$ cat config.mk
export PLATFORM = sky130hd
export DESIGN_NAME = searchable_lifo_stack_top
export DESIGN_NICKNAME = d
export VERILOG_FILES = /design/src/slc_pkg.sv /design/src/slc_cell.sv /design/src/slc_ctrl.sv /design/src/searchable_lifo_stack_top.sv
export SDC_FILE = /design/constraint.sdc
export NUM_CORES = 2
export LEC_CHECK = 0
export BUFFER_PORTS_ARGS = -buffer_cell sky130_fd_sc_hd__buf_2
export CORE_MARGIN = 2
export CORE_UTILIZATION = 50
export CTS_BUF_LIST = sky130_fd_sc_hd__clkbuf_4
export DETAILED_ROUTE_END_ITERATION = 12
export GPL_TIMING_DRIVEN = 0
export PLACE_DENSITY = 0.68
export SLEW_MARGIN = 20
export SYNTH_ARGS = -nofsm -noshare
export SYNTH_HDL_FRONTEND = slang
export SYNTH_SLANG_ARGS = --single-unit
$ cat constraint.sdc
create_clock -name i_clk -period 82.1 [get_ports i_clk]
set_input_delay 20.525 -clock i_clk [delete_from_list [all_inputs] [get_ports i_clk]]
set_output_delay 20.525 -clock i_clk [all_outputs]
set_load 0.1 [all_outputs]
$ cat src/slc_pkg.sv
// ---------------------------------------------------------------------------
// slc_pkg
// Request and status codes, cell operation codes and the result record.
// ---------------------------------------------------------------------------
package slc_pkg;

    localparam int REQ_W   = 3;
    localparam int VALUE_W = 32;
    localparam int IDX_W   = 6;
    localparam int DOUT_W  = 32;
    localparam int POS_W   = 6;
    localparam int CNT_W   = 7;
    localparam int FILL_W  = 7;
    localparam int STAT_W  = 2;

    // Request kinds
    localparam logic [REQ_W-1:0] REQ_PUSH  = 3'd0;
    localparam logic [REQ_W-1:0] REQ_POP   = 3'd1;
    localparam logic [REQ_W-1:0] REQ_READ  = 3'd2;
    localparam logic [REQ_W-1:0] REQ_FIND  = 3'd3;
    localparam logic [REQ_W-1:0] REQ_COUNT = 3'd4;
    localparam logic [REQ_W-1:0] REQ_CLEAR = 3'd5;

    // Result status
    localparam logic [STAT_W-1:0] STAT_OK    = 2'd0;
    localparam logic [STAT_W-1:0] STAT_UNDER = 2'd1;
    localparam logic [STAT_W-1:0] STAT_OVER  = 2'd2;
    localparam logic [STAT_W-1:0] STAT_RANGE = 2'd3;

    // Cell operations
    typedef logic [1:0] t_cell_op;
    localparam t_cell_op CELL_HOLD  = 2'd0;
    localparam t_cell_op CELL_PUSH  = 2'd1; // take the neighbour below (towards the head)
    localparam t_cell_op CELL_SHIFT = 2'd2; // take the neighbour above, ring wraps to the head

    typedef struct packed {
        logic [DOUT_W-1:0] data_out;
        logic              found;
        logic [POS_W-1:0]  position;
        logic [CNT_W-1:0]  match_count;
        logic [FILL_W-1:0] fill;
        logic [STAT_W-1:0] status;
    } t_result;

endpackage

$ cat src/slc_cell.sv
// ---------------------------------------------------------------------------
// slc_cell
// One storage cell of the stack ring: holds one entry, loads from a neighbour.
// ---------------------------------------------------------------------------
module slc_cell import slc_pkg::*; #(
    parameter int DATA_WIDTH = 32
) (
    input  logic                  i_clk,
    input  t_cell_op              i_op,
    input  logic [DATA_WIDTH-1:0] i_from_prev,
    input  logic [DATA_WIDTH-1:0] i_from_next,
    output logic [DATA_WIDTH-1:0] o_data
);

    logic [DATA_WIDTH-1:0] r_data;
    logic [DATA_WIDTH-1:0] n_data;

    always_comb begin
        unique case (i_op)
            CELL_PUSH:  n_data = i_from_prev;
            CELL_SHIFT: n_data = i_from_next;
            default:    n_data = r_data;
        endcase
    end

    always_ff @(posedge i_clk) begin
        r_data <= n_data;
    end

    assign o_data = r_data;

endmodule

$ cat src/slc_ctrl.sv
// ---------------------------------------------------------------------------
// slc_ctrl
// Request sequencer: occupancy, ring scan for read/find/count, result stages.
// ---------------------------------------------------------------------------
module slc_ctrl import slc_pkg::*; #(
    parameter int DEPTH      = 64,
    parameter int DATA_WIDTH = 32
) (
    input  logic                  i_clk,
    input  logic                  i_rst_n,
    input  logic                  i_valid,
    output logic                  o_ready,
    input  logic [REQ_W-1:0]      i_req_type,
    input  logic [DATA_WIDTH-1:0] i_value,
    input  logic [IDX_W-1:0]      i_index,
    input  logic [DATA_WIDTH-1:0] i_head,
    output t_cell_op              o_op,
    output logic                  o_res_valid,
    input  logic                  i_res_ready,
    output t_result               o_res
);

    localparam int OW = $clog2(DEPTH + 1);
    localparam int SW = $clog2(DEPTH);
    localparam int CW = (OW > IDX_W + 1) ? OW : IDX_W + 1;

    localparam logic S_IDLE = 1'b0;
    localparam logic S_SCAN = 1'b1;

    logic                  r_state,  n_state;
    logic [SW-1:0]         r_step,   n_step;
    logic [OW-1:0]         r_occ,    n_occ;
    logic [REQ_W-1:0]      r_kind,   n_kind;
    logic [DATA_WIDTH-1:0] r_key,    n_key;
    logic [SW-1:0]         r_target, n_target;
    logic                  r_found,  n_found;
    logic [SW-1:0]         r_pos,    n_pos;
    logic [OW-1:0]         r_cnt,    n_cnt;
    logic [DATA_WIDTH-1:0] r_rdata,  n_rdata;
    logic                  r_pend_v, n_pend_v;
    t_result               r_pend,   n_pend;
    logic                  r_out_v,  n_out_v;
    t_result               r_out,    n_out;

    logic    w_move;
    logic    w_accept;
    logic    w_hit;
    logic    w_load;
    t_result w_res;
    logic [CW-1:0] w_idx_ext;
    logic [CW-1:0] w_occ_ext;

    // Pending result advances whenever the output stage is free or draining
    assign w_move    = r_pend_v && (!r_out_v || i_res_ready);
    assign o_ready   = (r_state == S_IDLE) && (!r_pend_v || w_move);
    assign w_accept  = i_valid && o_ready;
    assign w_idx_ext = CW'(i_index);
    assign w_occ_ext = CW'(r_occ);
    assign w_hit     = (i_head == r_key) && (OW'(r_step) < r_occ);

    always_comb begin
        n_state  = r_state;
        n_step   = r_step;
        n_occ    = r_occ;
        n_kind   = r_kind;
        n_key    = r_key;
        n_target = r_target;
        n_found  = r_found;
        n_pos    = r_pos;
        n_cnt    = r_cnt;
        n_rdata  = r_rdata;
        o_op     = CELL_HOLD;
        w_load   = 1'b0;
        w_res    = '0;

        if (r_state == S_SCAN) begin
            o_op = CELL_SHIFT;
            if (r_kind == REQ_FIND && w_hit) begin
                // later steps see lower indices: keep the last hit
                n_found = 1'b1;
                n_pos   = SW'(r_occ - OW'(1) - OW'(r_step));
            end
            if (r_kind == REQ_COUNT && w_hit) begin
                n_cnt = r_cnt + OW'(1);
            end
            if (r_kind == REQ_READ && r_step == r_target) begin
                n_rdata = i_head;
            end
            if (r_step == SW'(DEPTH - 1)) begin
                n_state           = S_IDLE;
                w_load            = 1'b1;
                w_res.data_out    = DOUT_W'(n_rdata);
                w_res.found       = n_found;
                w_res.position    = POS_W'(n_pos);
                w_res.match_count = CNT_W'(n_cnt);
                w_res.fill        = FILL_W'(r_occ);
                w_res.status      = STAT_OK;
            end else begin
                n_step = r_step + SW'(1);
            end
        end else if (w_accept) begin
            w_load = 1'b1;
            unique case (i_req_type)
                REQ_PUSH: begin
                    if (r_occ == OW'(DEPTH)) begin
                        w_res.status = STAT_OVER;
                    end else begin
                        o_op  = CELL_PUSH;
                        n_occ = r_occ + OW'(1);
                    end
                end
                REQ_POP: begin
                    if (r_occ == '0) begin
                        w_res.status = STAT_UNDER;
                    end else begin
                        o_op           = CELL_SHIFT;
                        n_occ          = r_occ - OW'(1);
                        w_res.data_out = DOUT_W'(i_head);
                    end
                end
                REQ_READ, REQ_FIND, REQ_COUNT: begin
                    if (i_req_type == REQ_READ && w_idx_ext >= w_occ_ext) begin
                        w_res.status = STAT_RANGE;
                    end else begin
                        w_load   = 1'b0;
                        n_state  = S_SCAN;
                        n_step   = '0;
                        n_kind   = i_req_type;
                        n_key    = i_value;
                        n_target = SW'(w_occ_ext - CW'(1) - w_idx_ext);
                        n_found  = 1'b0;
                        n_pos    = '0;
                        n_cnt    = '0;
                        n_rdata  = '0;
                    end
                end
                REQ_CLEAR: begin
                    n_occ = '0;
                end
                default: begin
                end
            endcase
            w_res.fill = FILL_W'(n_occ);
        end
    end

    always_comb begin
        n_pend_v = r_pend_v;
        n_pend   = r_pend;
        n_out_v  = r_out_v;
        n_out    = r_out;
        if (w_move) begin
            n_out   = r_pend;
            n_out_v = 1'b1;
        end else if (r_out_v && i_res_ready) begin
            n_out_v = 1'b0;
        end
        if (w_load) begin
            n_pend   = w_res;
            n_pend_v = 1'b1;
        end else if (w_move) begin
            n_pend_v = 1'b0;
        end
    end

    always_ff @(posedge i_clk) begin
        if (!i_rst_n) begin
            r_state  <= S_IDLE;
            r_step   <= '0;
            r_occ    <= '0;
            r_pend_v <= 1'b0;
            r_out_v  <= 1'b0;
        end else begin
            r_state  <= n_state;
            r_step   <= n_step;
            r_occ    <= n_occ;
            r_pend_v <= n_pend_v;
            r_out_v  <= n_out_v;
        end
    end

    always_ff @(posedge i_clk) begin
        r_kind   <= n_kind;
        r_key    <= n_key;
        r_target <= n_target;
        r_found  <= n_found;
        r_pos    <= n_pos;
        r_cnt    <= n_cnt;
        r_rdata  <= n_rdata;
        r_pend   <= n_pend;
        r_out    <= n_out;
    end

    assign o_res_valid = r_out_v;
    assign o_res       = r_out;

endmodule

$ cat src/searchable_lifo_stack_top.sv
// ---------------------------------------------------------------------------
// searchable_lifo_stack_top
// Bounded LIFO stack with indexed read, find-first and match count.
// ---------------------------------------------------------------------------
// Usage:
//   Request channel (i_in_valid / o_in_ready) carries req_type, value, index;
//   a transaction is taken on an edge where both are high. Result channel
//   (o_out_valid / i_out_ready) returns exactly one result per request.
//   Push, pop, clear, undefined kinds and out-of-range reads complete at once:
//   the result passes the pending and then the result stage; one request per
//   cycle sustained while i_out_ready stays high. Read, find and count
//   rotate the whole ring of DEPTH cells past the head cell, one entry per
//   cycle, taking no request meanwhile; the next request can be taken on the
//   edge that presents the result.
//   A result stage plus a pending stage let one further request be taken
//   while a result stalls; beyond that o_in_ready drops until i_out_ready.
//   Reset empties the stack (fill 0) and drops queued results; the entries
//   themselves are not cleared and are never read before being pushed.
// ---------------------------------------------------------------------------
module searchable_lifo_stack_top import slc_pkg::*; #(
    parameter int DEPTH      = 64,
    parameter int DATA_WIDTH = 32
) (
    input  logic               i_clk,
    input  logic               i_rst_n,
    input  logic               i_in_valid,
    output logic               o_in_ready,
    input  logic [REQ_W-1:0]   i_req_type,
    input  logic [VALUE_W-1:0] i_value,
    input  logic [IDX_W-1:0]   i_index,
    output logic               o_out_valid,
    input  logic               i_out_ready,
    output logic [DOUT_W-1:0]  o_data_out,
    output logic               o_found,
    output logic [POS_W-1:0]   o_position,
    output logic [CNT_W-1:0]   o_match_count,
    output logic [FILL_W-1:0]  o_fill,
    output logic [STAT_W-1:0]  o_status
);

    // Only the low DATA_WIDTH bits of a request value take part
    logic [DATA_WIDTH-1:0] w_value;
    logic [DATA_WIDTH-1:0] w_cell [DEPTH];
    t_cell_op              w_op;
    t_result               w_res;

    assign w_value = DATA_WIDTH'(i_value);

    // Sequencer: owns occupancy, drives every cell with one shared op,
    // watches the head cell during scans and holds the result stages
    slc_ctrl #(
        .DEPTH      (DEPTH),
        .DATA_WIDTH (DATA_WIDTH)
    ) u_ctrl (
        .i_clk       (i_clk),
        .i_rst_n     (i_rst_n),
        .i_valid     (i_in_valid),
        .o_ready     (o_in_ready),
        .i_req_type  (i_req_type),
        .i_value     (w_value),
        .i_index     (i_index),
        .i_head      (w_cell[0]),
        .o_op        (w_op),
        .o_res_valid (o_out_valid),
        .i_res_ready (i_out_ready),
        .o_res       (w_res)
    );

    // Ring of cells. Cell 0 holds the top of the stack; bottom index k sits
    // in cell fill-1-k. Push moves every entry one cell away from the head
    // and loads the new value into cell 0; pop and scan steps move every
    // entry one cell towards the head, the head wrapping round to the last
    // cell, so DEPTH scan steps leave the ring exactly as it was.
    for (genvar g = 0; g < DEPTH; g++) begin : g_cell
        slc_cell #(
            .DATA_WIDTH (DATA_WIDTH)
        ) u_cell (
            .i_clk       (i_clk),
            .i_op        (w_op),
            .i_from_prev ((g == 0) ? w_value : w_cell[(g == 0) ? 0 : g - 1]),
            .i_from_next (w_cell[(g + 1) % DEPTH]),
            .o_data      (w_cell[g])
        );
    end

    // Unpack the result record onto the output ports
    assign o_data_out    = w_res.data_out;
    assign o_found       = w_res.found;
    assign o_position    = w_res.position;
    assign o_match_count = w_res.match_count;
    assign o_fill        = w_res.fill;
    assign o_status      = w_res.status;

endmodule

==> results.cfg <==
[run_status]
status = finished, final reports clean

[route]
num_vias = 47400
wirelength_mm = 191
ant_nets = 0
via_per_inst = 5.52
drt_iter0_markers = 3951
wl_per_cell_um = 22.2
drcViolationCount = 0
detail_route.first_pass.iterations = 5

[layout]
areaGrowthSynthToFinish_pct = 11.9
nFillCells = 14900
drive_gt1_share_pct = 50.7
final_cell_mix = edfxtp_1 (2245), mux2_2 (2048), clkbuf_4 (878)
final_common_cell = edfxtp_1
instances_no_fill = 8597
fin_nets = 5815

[min_path]
min-delay-start = u_ctrl.r_pend[45]
holdPathEnd = u_ctrl.o_res[45]
hold_class = register to register
holdPathStages = 0

[floorplan]
initial_core_util_pct = 50.4
coreArea_sq_um = 188000
die_x_um = 440
rows = 159
die_h_um = 440
io_pins = 102
fp.dieArea_sq_um = 193000

[logic_synthesis]
postSynthAreaPerCell_sq_um = 18.9
ys_ff_latch = 2261
yosysSeqAreaShare_pct = 71.4
async_reset_ff_share_pct = 0
synth_nets = 5094
yosys_warnings = 0
synth_cells = 5020
synthFlopType = edfxtp_1
synth_edf_count = 2245
synthesis.area_sq_um = 94900
ys_types = 64

[placed_design]
portBuffers = 100
gp_congestion = 0.788
dp_cells = 7641
hpwlAfterDp_mm = 131

[pwr]
leakage_nw = 35.0
max-vdd-ir-drop_mv = 0.0135
power.density_nw_per_um2 = 24.8

[critical_path]
cp_data_arrival_time_ns = 21.42
cp_max_fo = 3
reg2reg_setup_slack_ns = 75.43
cp-end-kind = primary output
critPathRequiredTime_ns = 61.57
r2r_cells = 15
start_kind = primary input
crit_path_start = i_out_ready
worst-setup-path-type = primary input to primary output
regToRegEndpoint = g_cell[6].u_cell.o_data[4]
r2r_start = u_ctrl.r_occ[0]

[grt]
grt_max_degree = 117
antenna_found_initial = 5
grt_pass1_vias = 49900
grt_overflow = 0
grt.total_usage_pct = 19.4
grt_first_pass_wirelength_mm = 290

[clocking]
numCtsBuffers = 593
cts_buffer_depth = 4
ctsResizeCount = 0
cts_tree = done
clock_sinks = 2261
ctsHoldBuffers = 0
clockRootBuffer = clkbuf_4
htree_levels = 6
clk_latency_ns = 1.35
post-cts-setup-buffers = 0
clk_transition_reported_paths_ns = 0.07

[sta]
clock_skew_ns = 0.0803
fmax_mhz = 23.8
rsz0062_at_grt = no
worstMarginPinSlew_ns = 1.04
fin_crit_ns = 41.94
report.final.slew_viol_count = 0
max_slew_margin_pct = 30.6
hold_viol_final = 0
min_period_over_period_pct = 51.1
report.final.setup_viol = 0
tns_ns = 0

[job]
maxCapViolations = 0
## per-stage QoR
stage	total power [W]	hold slack (ns)	setup WS [ns]	util, %	area (sq um)
6_report	0.00263	0.405	40.16	56.4	106000
3_5_place_dp	0.00174	0.405	40.17	52.8	99300
4_1_cts	0.00267	0.407	40.16	56.4	106000
3_3_place_gp	0.00198	0.403	2.24	52.4	98500
2_1_floorplan	0.00183	0.400	17.89	-	94900
5_1_grt	0.00275	0.406	40.09	56.4	106000
## flip-flops by register name, indices dropped and copies added, names as in the netlist, 7 cells and up
| signal | flops |
|---|---|
| g_cell.u_cell.o_data | 2048 |
| u_ctrl.o_res | 55 |
| u_ctrl.r_cnt | 7 |
| u_ctrl.r_key | 32 |
| u_ctrl.r_occ | 7 |
| u_ctrl.r_pend | 55 |
| u_ctrl.r_rdata | 32 |
## per-layer routing
layer / vias up / GRT usage, % / wire length (um)
li1: 21600 / - / -
met1: 24300 / 26.9 / 85800
met2: 1192 / 30.5 / 90800
met3: 320 / 4.22 / 9750
met4: 0 / 6.58 / 4580
met5: - / 0 / 0
## worst max path at each step
stage                                              to  slack [ns]
final                                      o_in_ready       40.16
after CTS                                  o_in_ready       40.16
after global routing                       o_in_ready       40.09
after floorplan            g_cell[0].u_cell.o_data[0]       17.89
after detailed placement                   o_in_ready       40.17
after global placement    g_cell[23].u_cell.o_data[5]        2.24
## final cells by class
class | instances | area, sq um | area share, %
inverter | 31 | 124 | 0.117
timing repair buffer | 126 | 1210 | 1.14
tap | 2495 | 3120 | 2.94
buffer | 259 | 981 | 0.923
clock inverter | 68 | 317 | 0.298
multi-input combinational | 2469 | 26100 | 24.6
sequential | 2261 | 67700 | 63.8
clock buffer | 878 | 6590 | 6.20
antenna | 10 | 25.0 | 0.0236
## synth_stat cells, types with 7 or more instances
master | instances | area, sq um
dfxtp_1 | 16 | 320
xnor2_1 | 15 | 131
mux2_2 | 2048 | 23100
nand2_1 | 15 | 56.3
o21ai_0 | 19 | 95.1
a22o_1 | 31 | 272
edfxtp_1 | 2245 | 67400
mux2i_1 | 39 | 390
o22ai_1 | 9 | 56.3
a21oi_1 | 36 | 180
nor2_1 | 64 | 240
nand4_1 | 7 | 43.8
nand3_1 | 12 | 60.1
nor3_1 | 17 | 85.1
clkbuf_1 | 253 | 950
inv_1 | 29 | 109
nor4_1 | 8 | 50.1
ha_1 | 27 | 338
xor2_1 | 40 | 350
## worst max-delay path: stages
cell and delay (ns):
buf_2 0.11, nand3b_1 0.15, and2_1 0.19, buf_2 0.44
## power breakdown
part / leakage [nW] / switching (W) / internal [W]
Sequential: 21.0 / 0.0000566 / 0.00140
Clock: 4.21 / 0.000434 / 0.000489
Combinational: 9.84 / 0.000128 / 0.000120
## cells by family (layout without fill, tap and decap cells)
group | count (synthesis) | count (layout) | synth area share [%]
AOI/OAI and AO/OA | 141 | 141 | 1.05
xor gates and xnor gates | 55 | 55 | 0.508
adders and majority gates | 29 | 29 | 0.398
buffers and inverters | 290 | 1362 | 1.16
DFF | 2261 | 2261 | 71.4
muxes | 2087 | 2087 | 24.7
other | 0 | 10 | 0
and+or+nand+nor | 157 | 157 | 0.816
(Power assumes the default switching activity.)
